[config.mk]
export PLATFORM = sky130hd
export DESIGN_NAME = led_chase_pattern_sequencer
export DESIGN_NICKNAME = d
export VERILOG_FILES = /design/src/hw/rtl/lcps_pkg.sv /design/src/hw/rtl/lcps_pattern_gen.sv /design/src/hw/rtl/led_chase_pattern_sequencer.sv
export SDC_FILE = /design/constraint.sdc
export NUM_CORES = 1
export LEC_CHECK = 0
export BUFFER_PORTS_ARGS = -buffer_cell sky130_fd_sc_hd__buf_2
export CORE_ASPECT_RATIO = 0.7
export CORE_MARGIN = 5
export CORE_UTILIZATION = 50
export CTS_CLUSTER_SIZE = 40
export DETAILED_ROUTE_END_ITERATION = 8
export PLACE_DENSITY = 0.72
export SETUP_SLACK_MARGIN = 0.2
export SLEW_MARGIN = 20
export SYNTH_ARGS = -nofsm -noshare
export SYNTH_HDL_FRONTEND = slang
export SYNTH_SLANG_ARGS = --single-unit
[constraint.sdc]
create_clock -name aclk -period 5.46 [get_ports aclk]
set_clock_uncertainty 0.1 [all_clocks]
set_input_delay 0 -clock aclk [delete_from_list [all_inputs] [get_ports aclk]]
set_output_delay 0 -clock aclk [all_outputs]
set_load 0.005 [all_outputs]
[src/hw/rtl/lcps_pkg.sv]
`timescale 1ns / 1ps
// ----------------------------------------------------------------------------
// lcps_pkg: shared types and constants for the LED chase pattern sequencer
// Phase codes, port levels, register indexes and small pattern helpers.
// ----------------------------------------------------------------------------
package lcps_pkg;

    typedef enum logic [2:0] {
        PH_FLASH   = 3'd0,
        PH_CHASE_L = 3'd1,
        PH_CHASE_R = 3'd2,
        PH_FILL_L  = 3'd3,
        PH_FILL_R  = 3'd4
    } phase_t;

    typedef enum logic {
        REG_LONG_HOLD  = 1'b0,
        REG_SHORT_HOLD = 1'b1
    } cfg_reg_t;

    localparam logic [7:0] PORTS_OFF      = 8'hff;
    localparam logic [7:0] PORTS_ON       = 8'h00;
    localparam logic [7:0] FILL_UP_SEED   = 8'hfe;
    localparam logic [7:0] FILL_DOWN_SEED = 8'h7f;
    localparam logic [4:0] FLASH_LAST     = 5'd5;
    localparam logic [4:0] STEP_LAST      = 5'd31;
    localparam logic [7:0] LONG_HOLD_RST  = 8'd5;
    localparam logic [7:0] SHORT_HOLD_RST = 8'd1;

    // single lit LED at bit k (active low)
    function automatic logic [7:0] one_lit(input logic [2:0] k);
        return ~(8'd1 << k);
    endfunction

    // lit from the bottom, growing upward
    function automatic logic [7:0] fill_up(input logic [2:0] m);
        return FILL_UP_SEED << m;
    endfunction

    // lit from the top, growing downward
    function automatic logic [7:0] fill_down(input logic [2:0] m);
        return FILL_DOWN_SEED >> m;
    endfunction

    // position of a port in the left order P1,P3,P2,P0
    function automatic logic [1:0] left_pos(input logic [1:0] port);
        logic [1:0] pos;
        case (port)
            2'd0:    pos = 2'd3;
            2'd1:    pos = 2'd0;
            2'd2:    pos = 2'd2;
            default: pos = 2'd1;
        endcase
        return pos;
    endfunction

    // position of a port in the right order P0,P2,P3,P1
    function automatic logic [1:0] right_pos(input logic [1:0] port);
        logic [1:0] pos;
        case (port)
            2'd0:    pos = 2'd0;
            2'd1:    pos = 2'd3;
            2'd2:    pos = 2'd1;
            default: pos = 2'd2;
        endcase
        return pos;
    endfunction

endpackage

[src/hw/rtl/lcps_pattern_gen.sv]
`timescale 1ns / 1ps
// ----------------------------------------------------------------------------
// lcps_pattern_gen: LED pattern for a phase and step
// Pure decode of phase/step into the four active-low port patterns.
// ----------------------------------------------------------------------------
module lcps_pattern_gen (
    input  lcps_pkg::phase_t phase,
    input  logic [4:0]       step,
    output logic [31:0]      pattern
);
    import lcps_pkg::*;

    logic [1:0] grp;
    logic [2:0] pos_m;
    logic [7:0] chase_l_v;
    logic [7:0] chase_r_v;
    logic [7:0] fill_l_v;
    logic [7:0] fill_r_v;

    assign grp   = step[4:3];
    assign pos_m = step[2:0];

    // last group of the left run and all but the first of the right run go downward
    assign chase_l_v = (grp == 2'd3) ? one_lit(~pos_m) : one_lit(pos_m);
    assign chase_r_v = (grp == 2'd0) ? one_lit(pos_m)  : one_lit(~pos_m);
    assign fill_l_v  = (grp == 2'd3) ? fill_down(pos_m) : fill_up(pos_m);
    assign fill_r_v  = (grp == 2'd0) ? fill_up(pos_m)   : fill_down(pos_m);

    always_comb begin
        logic [1:0] lp;
        logic [1:0] rp;
        pattern = {4{PORTS_OFF}};
        for (int p = 0; p < 4; p++) begin
            lp = left_pos(2'(p));
            rp = right_pos(2'(p));
            case (phase)
                PH_FLASH: begin
                    pattern[p*8 +: 8] = step[0] ? PORTS_OFF : PORTS_ON;
                end
                PH_CHASE_L: begin
                    pattern[p*8 +: 8] = (lp == grp) ? chase_l_v : PORTS_OFF;
                end
                PH_CHASE_R: begin
                    pattern[p*8 +: 8] = (rp == grp) ? chase_r_v : PORTS_OFF;
                end
                PH_FILL_L: begin
                    pattern[p*8 +: 8] = (lp < grp)  ? PORTS_ON :
                                        (lp == grp) ? fill_l_v : PORTS_OFF;
                end
                PH_FILL_R: begin
                    pattern[p*8 +: 8] = (rp < grp)  ? PORTS_ON :
                                        (rp == grp) ? fill_r_v : PORTS_OFF;
                end
                default: begin
                    pattern[p*8 +: 8] = PORTS_OFF;
                end
            endcase
        end
    end

endmodule

[src/hw/rtl/led_chase_pattern_sequencer.sv]
`timescale 1ns / 1ps
// ----------------------------------------------------------------------------
// led_chase_pattern_sequencer: 32-LED flash / chase / fill animation
// Each advancing request is one time tick; every request returns the current
// pattern of the four active-low ports and the animation phase.
// ----------------------------------------------------------------------------
//  channel | dir | handshake           | content
//  s_      | in  | s_tvalid/s_tready   | tdata[0] advance
//  m_      | out | m_tvalid/m_tready   | tdata: port0..port3 leds, phase
//  cfg_    | in  | cfg_valid/cfg_ready | cfg_index, cfg_data (hold registers)
//
//  One request per cycle while s_tready is high; the result appears in the cycle after acceptance.
//  The result is held in the single output register behind the tick/decode logic.
//  aresetn (synchronous) restores flash phase, step 0, all LEDs lit, holds 5/1.
//  A stalled result is held in the output register; s_tready stays high as
//  long as that register is empty or is being taken in the same cycle.
//  cfg_ready is always high.
// ----------------------------------------------------------------------------
module led_chase_pattern_sequencer (
    input  logic        aclk,
    input  logic        aresetn,
    // request channel
    input  logic        s_tvalid,
    output logic        s_tready,
    input  logic [7:0]  s_tdata,   // [0] advance, [7:1] zero
    // result channel
    output logic        m_tvalid,
    input  logic        m_tready,
    output logic [39:0] m_tdata,   // [7:0] port0_leds, [15:8] port1_leds,
                                   // [23:16] port2_leds, [31:24] port3_leds,
                                   // [34:32] phase, [39:35] zero
    // configuration
    input  logic        cfg_valid,
    output logic        cfg_ready,
    input  logic        cfg_index,
    input  logic [7:0]  cfg_data
);
    import lcps_pkg::*;

    // configuration
    logic [7:0]  long_hold_reg;
    logic [7:0]  short_hold_reg;

    // animation state
    phase_t      phase_reg,   phase_next;
    logic [4:0]  step_reg,    step_next;
    logic [7:0]  hold_cnt_reg, hold_cnt_next;
    logic [31:0] pattern_reg, pattern_next;

    // output stage
    logic        m_tvalid_reg;
    logic [39:0] m_tdata_reg;

    logic        s_accept;
    logic        tick;
    logic [7:0]  hold;
    logic [8:0]  hold_cnt_inc;
    logic        step_done;
    logic [31:0] gen_pattern;

    assign cfg_ready = 1'b1;
    assign s_tready  = !m_tvalid_reg || m_tready;
    assign s_accept  = s_tvalid && s_tready;
    assign tick      = s_accept && s_tdata[0];

    assign m_tvalid = m_tvalid_reg;
    assign m_tdata  = m_tdata_reg;

    // Configuration writes
    always_ff @(posedge aclk) begin
        if (!aresetn) begin
            long_hold_reg  <= LONG_HOLD_RST;
            short_hold_reg <= SHORT_HOLD_RST;
        end else if (cfg_valid && cfg_ready) begin
            case (cfg_reg_t'(cfg_index))
                REG_LONG_HOLD:  long_hold_reg  <= cfg_data;
                REG_SHORT_HOLD: short_hold_reg <= cfg_data;
                default: ;
            endcase
        end
    end

    // Hold timing: a hold of zero behaves as one, since count+1 >= 0 always
    assign hold         = (phase_reg == PH_FLASH) ? long_hold_reg : short_hold_reg;
    assign hold_cnt_inc = {1'b0, hold_cnt_reg} + 9'd1;
    assign step_done    = hold_cnt_inc >= {1'b0, hold};

    // Next phase / step
    always_comb begin
        phase_next    = phase_reg;
        step_next     = step_reg;
        hold_cnt_next = hold_cnt_reg;
        if (tick) begin
            if (step_done) begin
                hold_cnt_next = 8'd0;
                step_next     = step_reg + 5'd1;
                case (phase_reg)
                    PH_FLASH: begin
                        if (step_reg >= FLASH_LAST) begin
                            phase_next = PH_CHASE_L;
                            step_next  = 5'd0;
                        end
                    end
                    PH_CHASE_L: begin
                        if (step_reg == STEP_LAST) begin
                            phase_next = PH_CHASE_R;
                        end
                    end
                    PH_CHASE_R: begin
                        if (step_reg == STEP_LAST) begin
                            phase_next = PH_FILL_L;
                        end
                    end
                    PH_FILL_L: begin
                        if (step_reg == STEP_LAST) begin
                            phase_next = PH_FILL_R;
                        end
                    end
                    PH_FILL_R: begin
                        if (step_reg == STEP_LAST) begin
                            phase_next = PH_FLASH;
                        end
                    end
                    default: begin
                        phase_next = PH_FLASH;
                        step_next  = 5'd0;
                    end
                endcase
            end else begin
                hold_cnt_next = hold_cnt_inc[7:0];
            end
        end
    end

    lcps_pattern_gen u_pattern_gen (
        .phase   (phase_next),
        .step    (step_next),
        .pattern (gen_pattern)
    );

    // pattern is only recomputed when a step ends; reads show the stored one
    assign pattern_next = (tick && step_done) ? gen_pattern : pattern_reg;

    always_ff @(posedge aclk) begin
        if (!aresetn) begin
            phase_reg    <= PH_FLASH;
            step_reg     <= 5'd0;
            hold_cnt_reg <= 8'd0;
            pattern_reg  <= {4{PORTS_ON}};
            m_tvalid_reg <= 1'b0;
        end else begin
            phase_reg    <= phase_next;
            step_reg     <= step_next;
            hold_cnt_reg <= hold_cnt_next;
            pattern_reg  <= pattern_next;
            if (s_accept) begin
                m_tvalid_reg <= 1'b1;
            end else if (m_tready) begin
                m_tvalid_reg <= 1'b0;
            end
        end
    end

    // Result payload (no reset needed)
    always_ff @(posedge aclk) begin
        if (s_accept) begin
            m_tdata_reg <= {5'd0, phase_next, pattern_next};
        end
    end

`ifndef ASSERT_OFF
    // flash phase only walks steps 0..5
    assert property (@(posedge aclk) disable iff (!aresetn)
        (phase_reg == PH_FLASH) |-> (step_reg <= FLASH_LAST))
        else $error("flash step out of range");

    // a read-only request leaves the animation untouched
    assert property (@(posedge aclk) disable iff (!aresetn)
        (s_accept && !s_tdata[0]) |=>
            ($stable(phase_reg) && $stable(step_reg) && $stable(hold_cnt_reg)
             && $stable(pattern_reg)))
        else $error("read-only request changed state");

    // every accepted request leaves a result waiting next cycle
    assert property (@(posedge aclk) disable iff (!aresetn)
        s_accept |=> m_tvalid)
        else $error("accepted request produced no result");
`endif

endmodule
==> results of run 1 <==
cell families (layout without fill, tap and decap cells):
| logic type | Yosys count | in the layout |
|---|---|---|
| AND/OR/NAND/NOR | 288 | 288 |
| AO/OA/AOI/OAI | 181 | 182 |
| flip-flops | 100 | 100 |
| buffers and inverters | 55 | 102 |
| multiplexers | 25 | 25 |
| XOR/XNOR | 14 | 14 |
| adder cells (fa/ha/maj) | 12 | 12 |
| other | 2 | 6 |
worst min-delay path by stage:
stage	slack [ns]	end	cells after the start	startpoint
after global routing	0.14	hold_cnt_reg[1]$_SDFFE_PN0P_	5	s_tdata[0]
after floorplan	0.02	long_hold_reg[0]$_SDFFE_PN1P_	2	cfg_data[0]
after detailed placement	0.14	long_hold_reg[2]$_SDFFE_PN1P_	3	cfg_data[2]
final	0.10	hold_cnt_reg[1]$_SDFFE_PN0P_	5	s_tdata[0]
after CTS	0.1	hold_cnt_reg[1]$_SDFFE_PN0P_	5	s_tdata[0]
after global placement	0.12	long_hold_reg[0]$_SDFFE_PN1P_	3	cfg_data[0]
report_power, final:
part / switching, mW / internal (mW) / total (mW)
registers: 0.0119 / 0.807 / 0.819
clock network: 0.276 / 0.448 / 0.723
logic: 0.0878 / 0.0580 / 0.146
per-layer routing:
| layer | vias up | routed length, um |
|---|---|---|
| li1 | 2584 | - |
| met1 | 2598 | 8105 |
| met2 | 310 | 7053 |
| met3 | 44 | 1979 |
| met4 | 0 | 349 |
| met5 | - | 0 |
cell usage in the layout, fill, tap and decap left out, types with 7 or more instances in the layout:
cell type	count
sky130_fd_sc_hd__o21ai_0	26
sky130_fd_sc_hd__buf_2	51
sky130_fd_sc_hd__nor3b_1	15
sky130_fd_sc_hd__ha_1	12
sky130_fd_sc_hd__o22ai_1	7
sky130_fd_sc_hd__nand2_1	65
sky130_fd_sc_hd__a31oi_1	23
sky130_fd_sc_hd__nand3_1	31
sky130_fd_sc_hd__and2_1	23
sky130_fd_sc_hd__buf_4	16
sky130_fd_sc_hd__nand2b_1	8
sky130_fd_sc_hd__a211oi_1	11
sky130_fd_sc_hd__a21boi_0	15
sky130_fd_sc_hd__mux2_2	12
sky130_fd_sc_hd__dfxtp_1	65
sky130_fd_sc_hd__a21oi_1	23
sky130_fd_sc_hd__mux2i_1	13
sky130_fd_sc_hd__dlygate4sd3_1	13
sky130_fd_sc_hd__nor2_1	88
sky130_fd_sc_hd__edfxtp_1	35
sky130_fd_sc_hd__nor3_1	22
sky130_fd_sc_hd__clkbuf_16	9
sky130_fd_sc_hd__nor4_1	7
sky130_fd_sc_hd__xnor2_1	11
worst max-delay path: stages, from the launching register on:
cell and delay, ns:
sky130_fd_sc_hd__dfxtp_1 0.40, sky130_fd_sc_hd__nor3_2 0.53, sky130_fd_sc_hd__mux2i_1 0.41, sky130_fd_sc_hd__ha_1 0.31, sky130_fd_sc_hd__a21oi_1 0.12, sky130_fd_sc_hd__o21ai_0 0.18
sky130_fd_sc_hd__a21oi_2 0.55, sky130_fd_sc_hd__a21o_1 0.61, sky130_fd_sc_hd__mux2_2 0.53, sky130_fd_sc_hd__o211ai_1 0.36, sky130_fd_sc_hd__a21oi_1 0.10, sky130_fd_sc_hd__nor4_1 0.36
sky130_fd_sc_hd__buf_4 0.20, sky130_fd_sc_hd__nor2_1 0.04
cell usage after synthesis (all sizes together) (15+ instances only):
library cell,count
a21boi,16
a21oi,26
a31oi,23
and2,23
buf,29
clkbuf,20
dfxtp,65
edfxtp,35
nand2,66
nand3,32
nor2,89
nor3,25
nor3b,15
o21ai,28
what timing repair did:
item                                    in CTS  in global routing
hold endpoints to repair                    17                  0
resized for setup                            0                  2
endpoints found under the setup margin       0                 11
hold buffers                                13                  0
per-stage QoR:
| step | power (mW) | setup WS [ns] | util [%] | hold slack (ns) |
|---|---|---|---|---|
| 6_report | 1.688 | 0.4167 | 57.83 | 0.1009 |
| 5_1_grt | 1.754 | 0.2441 | 57.83 | 0.1400 |
| 4_1_cts | 1.693 | 0.3890 | 57.69 | 0.09549 |
| 3_5_place_dp | 0.9708 | 0.4025 | 53.65 | 0.1354 |
| 3_3_place_gp | 0.9669 | 0.4455 | 53.65 | 0.1223 |
| 2_1_floorplan | 0.9208 | 1.504 | - | 0.02397 |
layout make-up:
class	count	area (um2)	area share, %
clock buffers	10	229.0	3.412
clock inverters	6	110.1	1.641
inverters	6	22.52	0.3356
multi-input cells	527	3294	49.10
flip-flops and latches	100	2352	35.06
well taps	157	196.4	2.927
repair buffers	80	505.5	7.533
==> metrics.txt, run 1 <==
largest family of logic cells by synthesized area=simple AND/OR/NAND/NOR gates; Core Box Area=11600 um2; worst path required time=5.47 ns; CTS H-tree depth=3; Clock Path Buffers=2; total placed cells including tap cells=856; Clk Latency, worst-skew pair=0.35 ns; nature of the critical path endpoint=flop; unrepaired setup endpoints after global routing=no; detail-routed via count per cell=6.248; top_reg_cell synth=sky130_fd_sc_hd__dfxtp_1; adder-cell share of the synthesized area=2.550%; run status=finished clean; drt first pass iters=6; Synth Cell Area=5888 um2; simple logic cell fraction of the synthesized area=23.93%; Final Wtd Congestion=0.9969; aggregate global-route resource usage=24.79%; layout net count=758; initial DRC count=646; internal reg-to-reg setup slack=0.42 ns; count of state elements after synthesis=100; n_diodes=0; buffer count from post-CTS setup fixing=0; met3 GRT Util=6.449%; most used routing layer=met1; portion of synthesized cell area occupied by the leading cell type=22.10%; ys async rst share=0%; Final Critical Period=5.043 ns; Die H=100.8 um; number of buffer cells added on primary ports=51; final worst path period share=92.37%; final non-filler cell total=886; global-route wire length before repair=27780 um; number of vias after detailed routing=5536; final count of pins violating max slew=0; initial core utilization=50.75%; die extent in x=139.7 um; clock sink count=100; count of cells along the worst register-to-register path=13; number of flip-flops in the largest register=35; mux share of post-synthesis cell area=4.505%; setup_tns=0 ns; path type of the worst setup path=flop to flop; root buf cell=sky130_fd_sc_hd__clkbuf_16; post-detailed-route count of antenna-violating nets=0; number of enable-type register cells in the synthesized netlist=35; Post-route DRC=0; Detailed Route WL=17490 um; XOR/XNOR share of the synthesized area=2.082%; worst setup path end=m_tdata[23]$_DFFE_PP_; Worst Tran Pin Value=1.119 ns; number of distinct library cell variants in the gate-level netlist after synthesis=72; detailed placement HPWL=12420 um; Max-Slew Margin vs Limit=25.14%; Power Density=251.6 nW/um2; leakage power=2.579 nW; signal arrival time at the worst endpoint=5.06 ns; TritonCTS clock tree=yes; FF-to-FF End=m_tdata[23]$_DFFE_PP_; Yosys top cell by area=sky130_fd_sc_hd__dfxtp_1; Worst Path Max Fanout=15; Peak Freq=0.1983 GHz; Fillers=1039; synthesis-to-layout area growth=13.96%; Yosys warning count=0; hold violation count in the final report=0; GR met2 Demand/Resource=36.09%; number of antenna violations at the first check in global routing=0; VDD IR max=0.1559 mV; Post-Syn Area per Cell=8.697 um2; average wire length per cell after detail routing=19.74 um; pin count of the biggest net entering global routing=59; CP startpoint kind=flop; R2R Path Start=phase_reg[2]$_SDFF_PN0_; instance area at placement=6225 um2; CTS Buf Count=9; top area cells in the synthesized netlist=sky130_fd_sc_hd__dfxtp_1 22%, sky130_fd_sc_hd__edfxtp_1 18%, sky130_fd_sc_hd__nor2_1 5.6%; class of the worst hold path=input port to flop; total grt overflow=0; final number of setup-violating endpoints=0; placement row count=33; via count of the first global-routing pass=5128; cell area after layout=6710 um2; GR Util met1=36.56%; top-level I/O count=65; compound-gate portion of the synthesized area=22.04%; layout cells sized above 1=16.32%; clock transition at the register clock pins on the worst setup and hold paths after CTS=0.07 ns; die outline area=14080 um2; origin of the worst setup path=phase_reg[2]$_SDFF_PN0_; maxcap violations=0; number of cells produced by synthesis=677; Seq/Total Area, Yosys=39.95%
(Power assumes the default switching activity.)
==> run 2: changes to the inputs <==
--- a/config.mk
+++ b/config.mk
@@ -8,10 +8,10 @@
 export BUFFER_PORTS_ARGS = -buffer_cell sky130_fd_sc_hd__buf_2
 export CORE_ASPECT_RATIO = 0.7
 export CORE_MARGIN = 5
-export CORE_UTILIZATION = 50
+export CORE_UTILIZATION = 40
 export CTS_CLUSTER_SIZE = 40
 export DETAILED_ROUTE_END_ITERATION = 8
-export PLACE_DENSITY = 0.72
+export PLACE_DENSITY = 0.6
 export SETUP_SLACK_MARGIN = 0.2
 export SLEW_MARGIN = 20
 export SYNTH_ARGS = -nofsm -noshare
==> run 2 against run 1 <==
The flow now finishes with violations (design-rule violations); routed wire length grew 3.3%; total power decreased by 4.4%; setup slack better by 0.21 ns; first-iteration DRC count shrank 11%; cell area rose by 0.13%; critical path depth did not move; sequential share of layout area about the same; largest cell class unchanged; highest routed layer is now met5.
==> metrics.txt, run 2 (same netlist as run 1, synthesis figures left out) <==
final worst path period share=88.54% (-3.8 points); buffer count from post-CTS setup fixing=0 (unchanged); synthesis-to-layout area growth=14.11%; Post-route DRC=1 (+1); Worst Tran Pin Value=0.9785 ns (-0.1409 ns); total grt overflow=0 (unchanged); clock sink count=100 (unchanged); maxcap violations=0 (unchanged); Final Wtd Congestion=0.9982 (+0.13%); Die H=111.5 um (+11%); detail-routed via count per cell=6.018 (-3.7%); VDD IR max=0.1422 mV (-8.8%); pre-CTS worst setup slack=0.6179 ns (+0.2154 ns); drt first pass iters=7 (+1); setup_tns=0 ns (unchanged); layout cells sized above 1=16.46% (+0.14 points); Fillers=1439 (+38%); nature of the critical path endpoint=flop; run status=complete, but fails checks; register area=2352 um2 (unchanged); Worst Path Buf+Inv=2 (+1); root buf cell=sky130_fd_sc_hd__clkbuf_16; detailed placement HPWL=12790 um (+3.0%); final count of pins violating max slew=0 (unchanged); aggregate global-route resource usage=20.37% (-4.4 points); worst-path cell with the longest stage delay=sky130_fd_sc_hd__o21ai_1; Power Density=240.3 nW/um2 (-4.5%); die extent in x=155.0 um (+11%); average wire length per cell after detail routing=19.55 um (-0.96%); CTS Buf Count=9 (unchanged); most common cell after layout, fill and taps aside=sky130_fd_sc_hd__nor2_1; path type of the worst setup path=flop to flop; Max-Slew Margin vs Limit=34.77% (+9.6 points); top-level I/O count=65 (unchanged); post-detailed-route count of antenna-violating nets=0 (unchanged); pin count of the biggest net entering global routing=59 (unchanged); global-route wire length before repair=28230 um (+1.6%); Clock Path Buffers=2 (unchanged); leakage power=2.558 nW (-0.83%); number of antenna violations at the first check in global routing=1 (+1); Detailed Route WL=18060 um (+3.3%); n_diodes=0 (unchanged); layout net count=758 (unchanged); Worst Path Max Fanout=12 (-3); most used cells in the layout excluding fill and tap cells=88 x sky130_fd_sc_hd__nor2_1, 65 x sky130_fd_sc_hd__nand2_1, 65 x sky130_fd_sc_hd__dfxtp_1; class of the worst hold path=input port to flop; Clk Latency, worst-skew pair=0.36 ns (about the same); initial DRC count=576 (-11%); total placed cells including tap cells=894 (+4.4%); final hold slack=0.07520 ns (-0.02575 ns); hold violation count in the final report=0 (unchanged); via count of the first global-routing pass=5217 (+1.7%); TritonCTS clock tree=yes; failing checks=design-rule violations; clock transition at the register clock pins on the worst setup and hold paths after CTS=0.07 ns (about the same); PnR Total Power=1.614 mW (-4.4%); Peak Freq=0.2068 GHz (+4.3%); initial core utilization=40.38% (-10 points); number of flip-flops in the largest register=35 (unchanged); final non-filler cell total=924 (+4.3%); number of vias after detailed routing=5561 (+0.45%); Final Critical Period=4.834 ns (-0.2089 ns); Core Box Area=14580 um2 (+26%); final number of setup-violating endpoints=0 (unchanged); CP max stage delay=0.62 ns (about the same); worst path required time=5.64 ns (+0.17 ns); number of buffer cells added on primary ports=51 (unchanged); R2R Path Start=phase_reg[0]$_SDFF_PN0_; hold path start=aresetn; worst path setup slack after routing=0.6255 ns (+0.2089 ns); CTS H-tree depth=3 (unchanged); die outline area=17290 um2 (+23%); CP startpoint kind=flop; origin of the worst setup path=phase_reg[0]$_SDFF_PN0_; multi-input gate area in the final layout=3294 um2 (unchanged); CP cell instances=nor3_2 > buf_4 > mux2i_1 > ha_1 > a211o_1 > a21oi_2 > a211oi_1 > or2_1 > inv_2 > nand3_1 > o21ai_1 > nor4_1 > nor3b_1; placement row count=37 (+12%); unrepaired setup endpoints after global routing=no; signal arrival time at the worst endpoint=5.01 ns (-0.05 ns); CP delay by family, top=compound AO/OA/AOI/OAI gates
[run 2: area by class of cell]
cell class                      count  area share, %
Multi-Input combinational cell    527          49.03
Sequential cell                   100          35.01
Timing Repair Buffer               80          7.523
Tap cell                          195          3.631
Clock buffer                        9          3.352
Clock inverter                      7          1.117
Inverter                            6         0.3352
[run 2: what timing repair did]
item,CTS,global route
setup endpoints to repair,0,3
resized for setup,0,2
hold buffers,13,0
endpoints found under the hold margin,17,0
[run 2: worst paths after layout]
| check | endpoint | slack (ns) | cells after the start |
|---|---|---|---|
| worst max-delay path | pattern_reg[10]$_SDFF_PN0_ | 0.63 | 13 |
| worst max register to register | pattern_reg[10]$_SDFF_PN0_ | 0.63 | 13 |
| worst min register to register | long_hold_reg[3]$_SDFFE_PN0P_ | 0.37 | 2 |
| worst min-delay path | long_hold_reg[0]$_SDFFE_PN1P_ | 0.08 | 3 |
[run 2: stage by stage]
stage               util [%]  instance area [um2]
finish                 46.07                 6719
global route           46.07                 6719
CTS                    45.96                 6703
detailed placement     43.01                 6272
global placement       43.01                 6272
floorplan                  -                 5903
[run 2: power by group]
group | switching, mW | total (mW) | internal [mW]
Combinational | 0.0900 | 0.148 | 0.0582
Sequential | 0.0115 | 0.818 | 0.807
Clock | 0.290 | 0.648 | 0.358
Total | 0.391 | 1.61 | 1.22
[run 2: routing by layer]
metal	vias up	GRT usage, %	part of all wire (%)
li1	2582	-	-
met1	2636	30.48	48
met2	303	27.67	40
met3	38	6.721	10
met4	2	5.824	1.8
met5	-	0	0.25
[run 2: tightest hold or removal path, cell delays in order]
cell	delay [ns]
sky130_fd_sc_hd__buf_2	0.09
sky130_fd_sc_hd__buf_4	0.28
sky130_fd_sc_hd__nand3_1	0.12
